`config.mk`:
```
export PLATFORM = sky130hd
export DESIGN_NAME = diff_drive_ramped_wheel_command
export DESIGN_NICKNAME = d
export VERILOG_FILES = /design/src/rtl/ddrw_pkg.sv /design/src/rtl/ddrw_cfg.sv /design/src/rtl/ddrw_sau.sv /design/src/rtl/diff_drive_ramped_wheel_command.sv
export SDC_FILE = /design/constraint.sdc
export NUM_CORES = 2
export LEC_CHECK = 0
export BUFFER_PORTS_ARGS = -buffer_cell sky130_fd_sc_hd__buf_2
export CAP_MARGIN = 0
export CORE_UTILIZATION = 40
export DETAILED_ROUTE_END_ITERATION = 16
export PLACE_DENSITY = 0.67
export SETUP_SLACK_MARGIN = 0.3
export SYNTH_ARGS = -nofsm -noshare
export SYNTH_HDL_FRONTEND = slang
export SYNTH_SLANG_ARGS = --single-unit
```
`constraint.sdc`:
```
create_clock -name aclk -period 11.7 [get_ports aclk]
set_input_delay 2.34 -clock aclk [delete_from_list [all_inputs] [get_ports aclk]]
set_output_delay 2.34 -clock aclk [all_outputs]
set_load 0.05 [all_outputs]
```
`src/rtl/ddrw_pkg.sv`:
```
`default_nettype none
package ddrw_pkg;

    localparam int unsigned PAW = 5;

    typedef struct packed {
        logic signed [31:0] target_linear;
        logic signed [31:0] target_angular;
        logic [31:0]        now_us;
    } s_word_t;

    typedef struct packed {
        logic signed [31:0] right_command;
        logic signed [31:0] left_command;
    } m_word_t;

    typedef struct packed {
        logic [30:0] radius_len;
        logic [30:0] track_width;
        logic [30:0] max_wheel_speed;
        logic [30:0] max_linear_speed;
        logic [30:0] max_angular_speed;
        logic [30:0] max_linear_accel;
        logic [30:0] max_angular_accel;
        logic [19:0] max_step_time;
    } cfg_t;

    localparam logic [2:0] REG_RADIUS            = 3'd0;
    localparam logic [2:0] REG_TRACK_WIDTH       = 3'd1;
    localparam logic [2:0] REG_MAX_WHEEL_SPEED   = 3'd2;
    localparam logic [2:0] REG_MAX_LINEAR_SPEED  = 3'd3;
    localparam logic [2:0] REG_MAX_ANGULAR_SPEED = 3'd4;
    localparam logic [2:0] REG_MAX_LINEAR_ACCEL  = 3'd5;
    localparam logic [2:0] REG_MAX_ANGULAR_ACCEL = 3'd6;
    localparam logic [2:0] REG_MAX_STEP_TIME     = 3'd7;

    localparam cfg_t CFG_RESET = '{
        radius_len:        31'd3277,
        track_width:       31'd19661,
        max_wheel_speed:   31'd1310720,
        max_linear_speed:  31'd65536,
        max_angular_speed: 31'd131072,
        max_linear_accel:  31'd65536,
        max_angular_accel: 31'd65536,
        max_step_time:     20'd10000
    };

    localparam logic OP_MUL = 1'b0;
    localparam logic OP_DIV = 1'b1;

    typedef struct packed {
        logic       start;
        logic       op;
        logic [6:0] steps;
    } sau_req_t;

    localparam logic [6:0]  MUL_STEPS    = 7'd33;
    localparam logic [6:0]  RATIO_STEPS  = 7'd32;
    localparam logic [6:0]  LONG_STEPS   = 7'd64;
    localparam logic [63:0] USEC_PER_SEC = 64'd1000000;
    localparam logic [32:0] UNITY        = 33'h1_0000_0000;

endpackage
`default_nettype wire

```
`src/rtl/ddrw_cfg.sv`:
```
`default_nettype none
module ddrw_cfg (
    input  logic                     aclk,
    input  logic                     aresetn,
    input  logic                     psel,
    input  logic                     penable,
    input  logic                     pwrite,
    input  logic [ddrw_pkg::PAW-1:0] paddr,
    input  logic [31:0]              pwdata,
    output logic [31:0]              prdata,
    output logic                     pready,
    output ddrw_pkg::cfg_t           cfg
);
    import ddrw_pkg::*;

    cfg_t       cfg_reg, cfg_next;
    logic [2:0] idx;

    assign idx    = paddr[PAW-1:2];
    assign pready = 1'b1;
    assign cfg    = cfg_reg;

    always_comb begin
        cfg_next = cfg_reg;
        if (psel && penable && pwrite) begin
            unique case (idx)
                REG_RADIUS:            cfg_next.radius_len        = pwdata[30:0];
                REG_TRACK_WIDTH:       cfg_next.track_width       = pwdata[30:0];
                REG_MAX_WHEEL_SPEED:   cfg_next.max_wheel_speed   = pwdata[30:0];
                REG_MAX_LINEAR_SPEED:  cfg_next.max_linear_speed  = pwdata[30:0];
                REG_MAX_ANGULAR_SPEED: cfg_next.max_angular_speed = pwdata[30:0];
                REG_MAX_LINEAR_ACCEL:  cfg_next.max_linear_accel  = pwdata[30:0];
                REG_MAX_ANGULAR_ACCEL: cfg_next.max_angular_accel = pwdata[30:0];
                REG_MAX_STEP_TIME:     cfg_next.max_step_time     = pwdata[19:0];
            endcase
        end
    end

    always_comb begin
        unique case (idx)
            REG_RADIUS:            prdata = {1'b0, cfg_reg.radius_len};
            REG_TRACK_WIDTH:       prdata = {1'b0, cfg_reg.track_width};
            REG_MAX_WHEEL_SPEED:   prdata = {1'b0, cfg_reg.max_wheel_speed};
            REG_MAX_LINEAR_SPEED:  prdata = {1'b0, cfg_reg.max_linear_speed};
            REG_MAX_ANGULAR_SPEED: prdata = {1'b0, cfg_reg.max_angular_speed};
            REG_MAX_LINEAR_ACCEL:  prdata = {1'b0, cfg_reg.max_linear_accel};
            REG_MAX_ANGULAR_ACCEL: prdata = {1'b0, cfg_reg.max_angular_accel};
            REG_MAX_STEP_TIME:     prdata = {12'd0, cfg_reg.max_step_time};
        endcase
    end

    always_ff @(posedge aclk) begin
        if (!aresetn) begin
            cfg_reg <= CFG_RESET;
        end else begin
            cfg_reg <= cfg_next;
        end
    end

endmodule
`default_nettype wire

```
`src/rtl/ddrw_sau.sv`:
```
`default_nettype none
module ddrw_sau (
    input  logic               aclk,
    input  logic               aresetn,
    input  ddrw_pkg::sau_req_t req,
    input  logic [32:0]        op_a,
    input  logic [32:0]        op_b,
    input  logic [63:0]        rem_init,
    input  logic [63:0]        quo_init,
    input  logic [63:0]        divisor,
    output logic               done,
    output logic [65:0]        prod,
    output logic [63:0]        quo
);
    import ddrw_pkg::*;

    logic        busy_reg, busy_next;
    logic        done_reg, done_next;
    logic        op_reg, op_next;
    logic [6:0]  cnt_reg, cnt_next;
    logic [65:0] p_reg, p_next;
    logic [32:0] a_reg, a_next;
    logic [63:0] r_reg, r_next;
    logic [63:0] q_reg, q_next;
    logic [63:0] d_reg, d_next;
    logic [33:0] sum;
    logic [64:0] trial;
    logic [64:0] diff;
    logic        ge;

    assign sum   = {1'b0, p_reg[65:33]} + (p_reg[0] ? {1'b0, a_reg} : 34'd0);
    assign trial = {r_reg, q_reg[63]};
    assign ge    = trial >= {1'b0, d_reg};
    assign diff  = trial - {1'b0, d_reg};

    assign done = done_reg;
    assign prod = p_reg;
    assign quo  = q_reg;

    always_comb begin
        busy_next = busy_reg;
        done_next = 1'b0;
        op_next   = op_reg;
        cnt_next  = cnt_reg;
        p_next    = p_reg;
        a_next    = a_reg;
        r_next    = r_reg;
        q_next    = q_reg;
        d_next    = d_reg;
        if (req.start) begin
            busy_next = 1'b1;
            op_next   = req.op;
            cnt_next  = req.steps;
            p_next    = {33'd0, op_b};
            a_next    = op_a;
            r_next    = rem_init;
            q_next    = quo_init;
            d_next    = divisor;
        end else if (busy_reg) begin
            if (op_reg == OP_MUL) begin
                p_next = {sum, p_reg[32:1]};
            end else begin
                r_next = ge ? diff[63:0] : trial[63:0];
                q_next = {q_reg[62:0], ge};
            end
            cnt_next = cnt_reg - 7'd1;
            if (cnt_reg == 7'd1) begin
                busy_next = 1'b0;
                done_next = 1'b1;
            end
        end
    end

    always_ff @(posedge aclk) begin
        if (!aresetn) begin
            busy_reg <= 1'b0;
            done_reg <= 1'b0;
            op_reg   <= OP_MUL;
            cnt_reg  <= 7'd0;
        end else begin
            busy_reg <= busy_next;
            done_reg <= done_next;
            op_reg   <= op_next;
            cnt_reg  <= cnt_next;
        end
    end

    always_ff @(posedge aclk) begin
        p_reg <= p_next;
        a_reg <= a_next;
        r_reg <= r_next;
        q_reg <= q_next;
        d_reg <= d_next;
    end

endmodule
`default_nettype wire

```
`src/rtl/diff_drive_ramped_wheel_command.sv`:
```
`default_nettype none
// Turns each tick's target linear and angular speed into right and left wheel
// commands, scaling the targets into the speed limits and ramping the stored
// goals by at most acceleration times the elapsed time. All work runs through
// one shared unit that multiplies or divides one bit per cycle. One item is in
// work at a time; a finished word waits in the output register while the next
// word is accepted.
module diff_drive_ramped_wheel_command (
    input  logic                     aclk,
    input  logic                     aresetn,
    input  logic                     s_valid,
    output logic                     s_ready,
    input  ddrw_pkg::s_word_t        s_data,
    output logic                     m_valid,
    input  logic                     m_ready,
    output ddrw_pkg::m_word_t        m_data,
    input  logic                     psel,
    input  logic                     penable,
    input  logic                     pwrite,
    input  logic [ddrw_pkg::PAW-1:0] paddr,
    input  logic [31:0]              pwdata,
    output logic [31:0]              prdata,
    output logic                     pready
);
    import ddrw_pkg::*;

    localparam logic [3:0] ST_IDLE     = 4'd0;
    localparam logic [3:0] ST_NUM_MUL  = 4'd1;
    localparam logic [3:0] ST_NUM_SUM  = 4'd2;
    localparam logic [3:0] ST_WLIM     = 4'd3;
    localparam logic [3:0] ST_LIM      = 4'd4;
    localparam logic [3:0] ST_LIM_DIV  = 4'd5;
    localparam logic [3:0] ST_STEP_MUL = 4'd6;
    localparam logic [3:0] ST_STEP_DIV = 4'd7;
    localparam logic [3:0] ST_SCALE    = 4'd8;
    localparam logic [3:0] ST_CMD_DIV  = 4'd9;
    localparam logic [3:0] ST_OUT      = 4'd10;

    function automatic logic [32:0] mag32(input logic [31:0] x);
        logic [32:0] e;
        e = {x[31], x};
        mag32 = x[31] ? (33'd0 - e) : e;
    endfunction

    function automatic logic [63:0] mag64(input logic [63:0] x);
        mag64 = x[63] ? (64'd0 - x) : x;
    endfunction

    cfg_t     cfg;
    sau_req_t req;
    logic        sau_done;
    logic [65:0] prod;
    logic [63:0] quo;
    logic [32:0] op_a, op_b;
    logic [63:0] rem_init, quo_init, divisor;

    logic [3:0]  state_reg, state_next;
    logic        issued_reg, issued_next;
    logic        sel_reg, sel_next;
    logic [1:0]  cand_reg, cand_next;
    logic        pass_reg, pass_next;
    logic        m_valid_reg, m_valid_next;
    logic [31:0] lin_ramp_reg, lin_ramp_next;
    logic [31:0] ang_ramp_reg, ang_ramp_next;
    logic [31:0] last_stamp_reg, last_stamp_next;
    logic [31:0] v_reg, v_next;
    logic [31:0] w_reg, w_next;
    logic [19:0] dt_reg, dt_next;
    logic [63:0] nr_reg, nr_next;
    logic [63:0] nl_reg, nl_next;
    logic [63:0] wlim_reg, wlim_next;
    logic [32:0] f_reg, f_next;
    logic [32:0] lstep_reg, lstep_next;
    logic [32:0] astep_reg, astep_next;
    logic [31:0] right_reg, right_next;
    logic [31:0] left_reg, left_next;
    m_word_t     m_data_reg, m_data_next;

    logic [31:0] r2;
    logic [31:0] lin_src, ang_src;
    logic [32:0] ang_mag, v_mag, w_mag;
    logic [63:0] ang_term, lin_term;
    logic [63:0] cand_lim, cand_mag;
    logic [31:0] elapsed;
    logic [32:0] smag;
    logic        t_neg;
    logic [34:0] scaled, ramp_cur, step_cur, ramp_hi, ramp_lo, ramp_cap, ramp_new;
    logic [63:0] cmd_num;
    logic [31:0] cmd_sat;

    ddrw_cfg u_cfg (
        .aclk    (aclk),
        .aresetn (aresetn),
        .psel    (psel),
        .penable (penable),
        .pwrite  (pwrite),
        .paddr   (paddr),
        .pwdata  (pwdata),
        .prdata  (prdata),
        .pready  (pready),
        .cfg     (cfg)
    );

    ddrw_sau u_sau (
        .aclk     (aclk),
        .aresetn  (aresetn),
        .req      (req),
        .op_a     (op_a),
        .op_b     (op_b),
        .rem_init (rem_init),
        .quo_init (quo_init),
        .divisor  (divisor),
        .done     (sau_done),
        .prod     (prod),
        .quo      (quo)
    );

    assign s_ready = (state_reg == ST_IDLE);
    assign m_valid = m_valid_reg;
    assign m_data  = m_data_reg;

    assign r2      = {(cfg.radius_len == 31'd0) ? 31'd1 : cfg.radius_len, 1'b0};
    assign lin_src = pass_reg ? lin_ramp_reg : v_reg;
    assign ang_src = pass_reg ? ang_ramp_reg : w_reg;
    assign ang_mag = mag32(ang_src);
    assign v_mag   = mag32(v_reg);
    assign w_mag   = mag32(w_reg);
    assign ang_term = ang_src[31] ? (64'd0 - prod[63:0]) : prod[63:0];
    assign lin_term = {{15{lin_src[31]}}, lin_src, 17'd0};
    assign elapsed  = s_data.now_us - last_stamp_reg;

    always_comb begin
        unique case (cand_reg)
            2'd0: begin
                cand_lim = wlim_reg;
                cand_mag = mag64(nr_reg);
            end
            2'd1: begin
                cand_lim = wlim_reg;
                cand_mag = mag64(nl_reg);
            end
            2'd2: begin
                cand_lim = {33'd0, cfg.max_linear_speed};
                cand_mag = {31'd0, v_mag};
            end
            2'd3: begin
                cand_lim = {33'd0, cfg.max_angular_speed};
                cand_mag = {31'd0, w_mag};
            end
        endcase
    end

    assign smag     = prod[64:32];
    assign t_neg    = sel_reg ? w_reg[31] : v_reg[31];
    assign scaled   = t_neg ? (35'd0 - {2'b0, smag}) : {2'b0, smag};
    assign ramp_cur = sel_reg ? {{3{ang_ramp_reg[31]}}, ang_ramp_reg}
                              : {{3{lin_ramp_reg[31]}}, lin_ramp_reg};
    assign step_cur = {2'b0, sel_reg ? astep_reg : lstep_reg};
    assign ramp_hi  = ramp_cur + step_cur;
    assign ramp_lo  = ramp_cur - step_cur;
    assign ramp_cap = ($signed(scaled) < $signed(ramp_hi)) ? scaled : ramp_hi;
    assign ramp_new = ($signed(ramp_cap) > $signed(ramp_lo)) ? ramp_cap : ramp_lo;

    assign cmd_num = sel_reg ? nl_reg : nr_reg;

    always_comb begin
        if (cmd_num[63]) begin
            cmd_sat = (quo > 64'h8000_0000) ? 32'h8000_0000 : (32'd0 - quo[31:0]);
        end else begin
            cmd_sat = (quo > 64'h7FFF_FFFF) ? 32'h7FFF_FFFF : quo[31:0];
        end
    end

    always_comb begin
        state_next      = state_reg;
        issued_next     = issued_reg;
        sel_next        = sel_reg;
        cand_next       = cand_reg;
        pass_next       = pass_reg;
        m_valid_next    = m_valid_reg;
        lin_ramp_next   = lin_ramp_reg;
        ang_ramp_next   = ang_ramp_reg;
        last_stamp_next = last_stamp_reg;
        v_next          = v_reg;
        w_next          = w_reg;
        dt_next         = dt_reg;
        nr_next         = nr_reg;
        nl_next         = nl_reg;
        wlim_next       = wlim_reg;
        f_next          = f_reg;
        lstep_next      = lstep_reg;
        astep_next      = astep_reg;
        right_next      = right_reg;
        left_next       = left_reg;
        m_data_next     = m_data_reg;
        req             = '0;
        op_a            = '0;
        op_b            = '0;
        rem_init        = '0;
        quo_init        = '0;
        divisor         = '0;

        if (m_valid_reg && m_ready) begin
            m_valid_next = 1'b0;
        end

        unique case (state_reg)
            ST_IDLE: begin
                if (s_valid) begin
                    v_next          = s_data.target_linear;
                    w_next          = s_data.target_angular;
                    dt_next         = (elapsed > {12'd0, cfg.max_step_time})
                                      ? cfg.max_step_time : elapsed[19:0];
                    last_stamp_next = s_data.now_us;
                    pass_next       = 1'b0;
                    state_next      = ST_NUM_MUL;
                end
            end
            ST_NUM_MUL: begin
                req.op    = OP_MUL;
                req.steps = MUL_STEPS;
                op_a      = ang_mag;
                op_b      = {2'b0, cfg.track_width};
                if (!issued_reg) begin
                    req.start   = 1'b1;
                    issued_next = 1'b1;
                end else if (sau_done) begin
                    issued_next = 1'b0;
                    state_next  = ST_NUM_SUM;
                end
            end
            ST_NUM_SUM: begin
                nr_next    = lin_term + ang_term;
                nl_next    = lin_term - ang_term;
                sel_next   = 1'b0;
                state_next = pass_reg ? ST_CMD_DIV : ST_WLIM;
            end
            ST_WLIM: begin
                req.op    = OP_MUL;
                req.steps = MUL_STEPS;
                op_a      = {2'b0, cfg.max_wheel_speed};
                op_b      = {1'b0, r2};
                if (!issued_reg) begin
                    req.start   = 1'b1;
                    issued_next = 1'b1;
                end else if (sau_done) begin
                    issued_next = 1'b0;
                    wlim_next   = prod[63:0];
                    f_next      = UNITY;
                    cand_next   = 2'd0;
                    state_next  = ST_LIM;
                end
            end
            ST_LIM: begin
                if (cand_mag > cand_lim) begin
                    state_next = ST_LIM_DIV;
                end else begin
                    cand_next = cand_reg + 2'd1;
                    if (cand_reg == 2'd3) begin
                        sel_next   = 1'b0;
                        state_next = ST_STEP_MUL;
                    end
                end
            end
            ST_LIM_DIV: begin
                req.op    = OP_DIV;
                req.steps = RATIO_STEPS;
                rem_init  = cand_lim;
                divisor   = cand_mag;
                if (!issued_reg) begin
                    req.start   = 1'b1;
                    issued_next = 1'b1;
                end else if (sau_done) begin
                    issued_next = 1'b0;
                    if ({1'b0, quo[31:0]} < f_reg) begin
                        f_next = {1'b0, quo[31:0]};
                    end
                    cand_next = cand_reg + 2'd1;
                    if (cand_reg == 2'd3) begin
                        sel_next   = 1'b0;
                        state_next = ST_STEP_MUL;
                    end else begin
                        state_next = ST_LIM;
                    end
                end
            end
            ST_STEP_MUL: begin
                req.op    = OP_MUL;
                req.steps = MUL_STEPS;
                op_a      = {2'b0, sel_reg ? cfg.max_angular_accel : cfg.max_linear_accel};
                op_b      = {13'd0, dt_reg};
                if (!issued_reg) begin
                    req.start   = 1'b1;
                    issued_next = 1'b1;
                end else if (sau_done) begin
                    issued_next = 1'b0;
                    state_next  = ST_STEP_DIV;
                end
            end
            ST_STEP_DIV: begin
                req.op    = OP_DIV;
                req.steps = LONG_STEPS;
                quo_init  = prod[63:0];
                divisor   = USEC_PER_SEC;
                if (!issued_reg) begin
                    req.start   = 1'b1;
                    issued_next = 1'b1;
                end else if (sau_done) begin
                    issued_next = 1'b0;
                    if (sel_reg) begin
                        astep_next = quo[32:0];
                    end else begin
                        lstep_next = quo[32:0];
                    end
                    sel_next   = !sel_reg;
                    state_next = sel_reg ? ST_SCALE : ST_STEP_MUL;
                end
            end
            ST_SCALE: begin
                req.op    = OP_MUL;
                req.steps = MUL_STEPS;
                op_a      = sel_reg ? w_mag : v_mag;
                op_b      = f_reg;
                if (!issued_reg) begin
                    req.start   = 1'b1;
                    issued_next = 1'b1;
                end else if (sau_done) begin
                    issued_next = 1'b0;
                    if (sel_reg) begin
                        ang_ramp_next = ramp_new[31:0];
                        pass_next     = 1'b1;
                        state_next    = ST_NUM_MUL;
                    end else begin
                        lin_ramp_next = ramp_new[31:0];
                    end
                    sel_next = !sel_reg;
                end
            end
            ST_CMD_DIV: begin
                req.op    = OP_DIV;
                req.steps = LONG_STEPS;
                quo_init  = mag64(cmd_num);
                divisor   = {32'd0, r2};
                if (!issued_reg) begin
                    req.start   = 1'b1;
                    issued_next = 1'b1;
                end else if (sau_done) begin
                    issued_next = 1'b0;
                    if (sel_reg) begin
                        left_next  = cmd_sat;
                        state_next = ST_OUT;
                    end else begin
                        right_next = cmd_sat;
                    end
                    sel_next = !sel_reg;
                end
            end
            ST_OUT: begin
                if (!m_valid_reg || m_ready) begin
                    m_data_next.right_command = right_reg;
                    m_data_next.left_command  = left_reg;
                    m_valid_next              = 1'b1;
                    state_next                = ST_IDLE;
                end
            end
            default: begin
                state_next = ST_IDLE;
            end
        endcase
    end

    always_ff @(posedge aclk) begin
        if (!aresetn) begin
            state_reg      <= ST_IDLE;
            issued_reg     <= 1'b0;
            sel_reg        <= 1'b0;
            cand_reg       <= 2'd0;
            pass_reg       <= 1'b0;
            m_valid_reg    <= 1'b0;
            lin_ramp_reg   <= 32'd0;
            ang_ramp_reg   <= 32'd0;
            last_stamp_reg <= 32'd0;
        end else begin
            state_reg      <= state_next;
            issued_reg     <= issued_next;
            sel_reg        <= sel_next;
            cand_reg       <= cand_next;
            pass_reg       <= pass_next;
            m_valid_reg    <= m_valid_next;
            lin_ramp_reg   <= lin_ramp_next;
            ang_ramp_reg   <= ang_ramp_next;
            last_stamp_reg <= last_stamp_next;
        end
    end

    always_ff @(posedge aclk) begin
        v_reg      <= v_next;
        w_reg      <= w_next;
        dt_reg     <= dt_next;
        nr_reg     <= nr_next;
        nl_reg     <= nl_next;
        wlim_reg   <= wlim_next;
        f_reg      <= f_next;
        lstep_reg  <= lstep_next;
        astep_reg  <= astep_next;
        right_reg  <= right_next;
        left_reg   <= left_next;
        m_data_reg <= m_data_next;
    end

endmodule
`default_nettype wire

```
==> flow_metrics.env <==
export IMPL_drt_pass1_iter_count=10
export IMPL_yosys_cell_types_count=99
export IMPL_layout_nets=9261
export IMPL_core_area_mm2=0.193
export IMPL_routed_wl_mm=308
export IMPL_clk_pin_slew_ns=0.06
export IMPL_drc=0
export IMPL_clkPwrFrac_pct=19.9
export IMPL_relSlewSlack_pct=12.7
export IMPL_synth_edff_count=760
export IMPL_cts_tree="done"
export IMPL_worst_setup_path_start_kind="flop"
export IMPL_die_area_mm2=0.196
export IMPL_p_int_mw=12.3
export IMPL_largest_reg_flops=237
export IMPL_timing_rr_start="sel_reg$_SDFFE_PN0P_"
export IMPL_fmax_mhz=93.0
export IMPL_power_leakage_nw=32.8
export IMPL_fin_skew_ns=0.0672
export IMPL_power_switching_share_pct=45.2
export IMPL_hp_class="flop to flop"
export IMPL_setup_violations=0
export IMPL_synth_seq_cells=1146
export IMPL_fp_dieH_um=443
export IMPL_syn_inst=8665
export IMPL_finalHoldViolations=0
export IMPL_synth_compound_area_share_pct=19.7
export IMPL_status="finished, final reports clean"
export IMPL_regArea_mm2=0.0306
export IMPL_cp_arrival_ns=11.41
export IMPL_powerDensity_mw_per_mm2=261
export IMPL_synth_fa_ha_area_share_pct=7.99
export IMPL_maxCapViolations=0
export IMPL_whs_endpoint="m_data[48]$_DFFE_PP_"
export IMPL_worstMarginPinSlew_ns=1.30
export IMPL_first_iter_violations=9460
export IMPL_place_detailed_hpwl_mm=234
export IMPL_first_global_vias=65384
export IMPL_grt_max_degree=115
export IMPL_synth_area_mm2=0.0778
export IMPL_grt_overflow_total=0
export IMPL_p_seq_share_pct=29.9
export IMPL_max_stage_delay_ns=0.69
export IMPL_hold_depth=0
export IMPL_required_ns=12.35
export IMPL_clock_sinks=1146
export IMPL_utilization_pct=44.6
export IMPL_maxSlewViolCount=0
export IMPL_start_util_pct=40.3
export IMPL_cts_max_level=4
export IMPL_combPwrFrac_pct=50.2
export IMPL_area_delta_synth_final_pct=10.7
export IMPL_rsz0062_at_grt="false"
export IMPL_clockBufferDepth=3
export IMPL_path_class="flop to flop"
export IMPL_whs_ns=0.414
export IMPL_grt_pass1_wl_mm=444
export IMPL_period_minus_slack_ns=10.76
export IMPL_routabilityCongestion=1.01
export IMPL_fp_row_count=161
export IMPL_insertion_delay_ns=0.81
export IMPL_wl_per_cell_um=27.3
export IMPL_async_flop_share_pct=0
export IMPL_synthSimpleGateAreaFrac_pct=15.4
export IMPL_cp_max_fo=43
export IMPL_cts_buffers=133
export IMPL_synth_flop_cell="edfxtp_1"
export IMPL_multi_input_area_mm2=0.0438
export IMPL_antenna_found_initial=22
export IMPL_rr_worst_depth=39
export IMPL_io_pins=239
export IMPL_rr_endpoint="lin_ramp_reg[0]$_SDFFE_PN0P_"
export IMPL_yosys_mux_area_fraction_pct=5.61
export IMPL_fin_tns_setup_ns=0
export IMPL_post_route_period_util_pct=91.9
export IMPL_die_w_um=443
export IMPL_fillers=18325
export IMPL_syn_avg_cell_area_um2=8.98
export IMPL_synth_top_family_by_area="compound AO/OA/AOI/OAI gates"
export IMPL_port_buffers=233
export IMPL_hp_start="right_reg[16]$_DFFE_PP_"
export IMPL_ys_seq_area_share_pct=39.3
export IMPL_r2r_slack_ns=0.94
export IMPL_ant_nets=0
export IMPL_switchingPower_mw=10.2
export IMPL_yosys_area_share_xor_xnor_pct=7.25
export IMPL_via_count=69451
export IMPL_grt_total_usage_pct=30.4
export IMPL_endpoint_kind="flop"
export IMPL_viasPerCell=6.16
export IMPL_yosysWarnings=0
export IMPL_cts_root_buf="clkbuf_16"
export IMPL_layout_drive_gt1_share_pct=10.0
export IMPL_cp_slowest_cell="dfxtp_4"
export IMPL_ir_drop_uv=163
-- cell usage in the layout, fill, tap and decap left out, types with 145 or more instances in the layout --
cell type | synthesis | routed
nand2_1 | 1064 | 1058
buf_2 | 19 | 231
ha_1 | 486 | 483
edfxtp_1 | 760 | 760
inv_1 | 410 | 406
dfxtp_1 | 386 | 384
o21ai_0 | 468 | 466
a21o_1 | 173 | 173
a21oi_1 | 877 | 876
xnor2_1 | 408 | 408
nor2_1 | 606 | 593
xor2_1 | 233 | 233
buf_4 | 2 | 145
mux2i_1 | 246 | 243
-- power by group through the flow --
stage	logic, mW	registers, mW	clock network, mW
after detailed placement	10.9	6.75	0
after CTS	11.0	6.67	4.49
final	11.3	6.72	4.46
after global placement	10.8	6.73	0
after global routing	12.2	6.75	4.65
after floorplan	7.64	6.29	0
-- synthesized netlist by cell type, types with 46 or more instances --
cell      count  area, um2
mux2_2      135       1520
mux2i_1     246       2460
a222oi_1     61        611
o211ai_1     46        345
a211oi_1     54        405
or3_1        68        425
o31ai_1      92        691
nand4_1      79        494
nor2b_1      69        432
o21bai_1     78        586
buf_1        49        184
a22o_1       71        622
nand3_1     104        521
xor2_1      233       2040
ha_1        486       6080
nor4_1       70        438
clkbuf_1    460       1730
dfxtp_1     386       7730
o21ai_0     468       2340
nor2_1      606       2270
a221oi_1     87        762
and2_1      120        751
inv_1       410       1540
nor3_1      149        746
a21o_1      173       1300
a31oi_1      54        338
xnor2_1     408       3570
nand2_1    1064       3990
edfxtp_1    760      22800
a21oi_1     877       4390
nand2b_1     90        563
o22ai_1      88        551
-- critical path: cells and delay by family, from the launching register on --
family | cells | cell delay [ns]
flip-flops | 1 | 0.69
multiplexers | 2 | 0.62
AND/OR/NAND/NOR | 10 | 2.27
adder cells (fa/ha/maj) | 3 | 1.07
buffers and inverters | 4 | 1.13
AO/OA/AOI/OAI | 18 | 4.42
XOR/XNOR | 2 | 0.31
-- layout make-up --
type / count / area share (%)
Antenna cell: 6 / 0.0174
Clock buffer: 179 / 4.39
Clock inverter: 65 / 1.01
Inverter: 414 / 1.83
Multi-Input combinational cell: 6556 / 50.9
Sequential cell: 1146 / 35.5
Tap cell: 2526 / 3.67
Timing Repair Buffer: 378 / 2.65
-- per-stage QoR --
step	setup WS (ns)	area [um2]	power (mW)	instances
floorplan	0.303	77800	13.9	8666
CTS	0.969	86000	22.2	11263
global route	0.388	86100	23.6	11265
detailed placement	1.03	81400	17.7	11019
finish	0.943	86100	22.5	11270
global placement	0.862	81400	17.5	11019
-- how the worst max path moves through the flow --
| stage | to | slack (ns) | startpoint |
|---|---|---|---|
| after floorplan | lin_ramp_reg[27]$_SDFFE_PN0P_ | 0.30 | sel_reg$_SDFFE_PN0P_ |
| after global placement | lin_ramp_reg[0]$_SDFFE_PN0P_ | 0.86 | sel_reg$_SDFFE_PN0P_ |
| after detailed placement | lin_ramp_reg[0]$_SDFFE_PN0P_ | 1.03 | sel_reg$_SDFFE_PN0P_ |
| after CTS | lin_ramp_reg[31]$_SDFFE_PN0P_ | 0.97 | sel_reg$_SDFFE_PN0P_ |
| after global routing | lin_ramp_reg[0]$_SDFFE_PN0P_ | 0.39 | sel_reg$_SDFFE_PN0P_ |
| final | lin_ramp_reg[0]$_SDFFE_PN0P_ | 0.94 | sel_reg$_SDFFE_PN0P_ |
-- cells by family (layout without fill, tap and decap cells) --
group           after synthesis  count (layout)
simple gates               2596            2596
other cells                   2               9
flops                      1146            1146
fa+ha+maj                   493             493
buf+inv                     964            1036
mux                         398             398
xor+xnor                    642             642
compound gates             2424            2424
-- layer usage --
| layer | GRT usage, % | up-vias | part of all wire [%] |
|---|---|---|---|
| li1 | - | 31343 | - |
| met1 | 38.2 | 33212 | 38 |
| met2 | 46.3 | 3997 | 43 |
| met3 | 6.50 | 885 | 9.8 |
| met4 | 21.6 | 14 | 8.4 |
| met5 | 0 | - | 0.032 |
-- timing repair --
| action | 4_1_cts | 5_1_grt |
|---|---|---|
| hold buffers | 0 | 0 |
| setup endpoints to repair | 0 | 64 |
| setup buffers | 0 | 1 |
| gates resized for setup | 0 | 2 |
No activity file was read; power rests on OpenSTA's default activity.
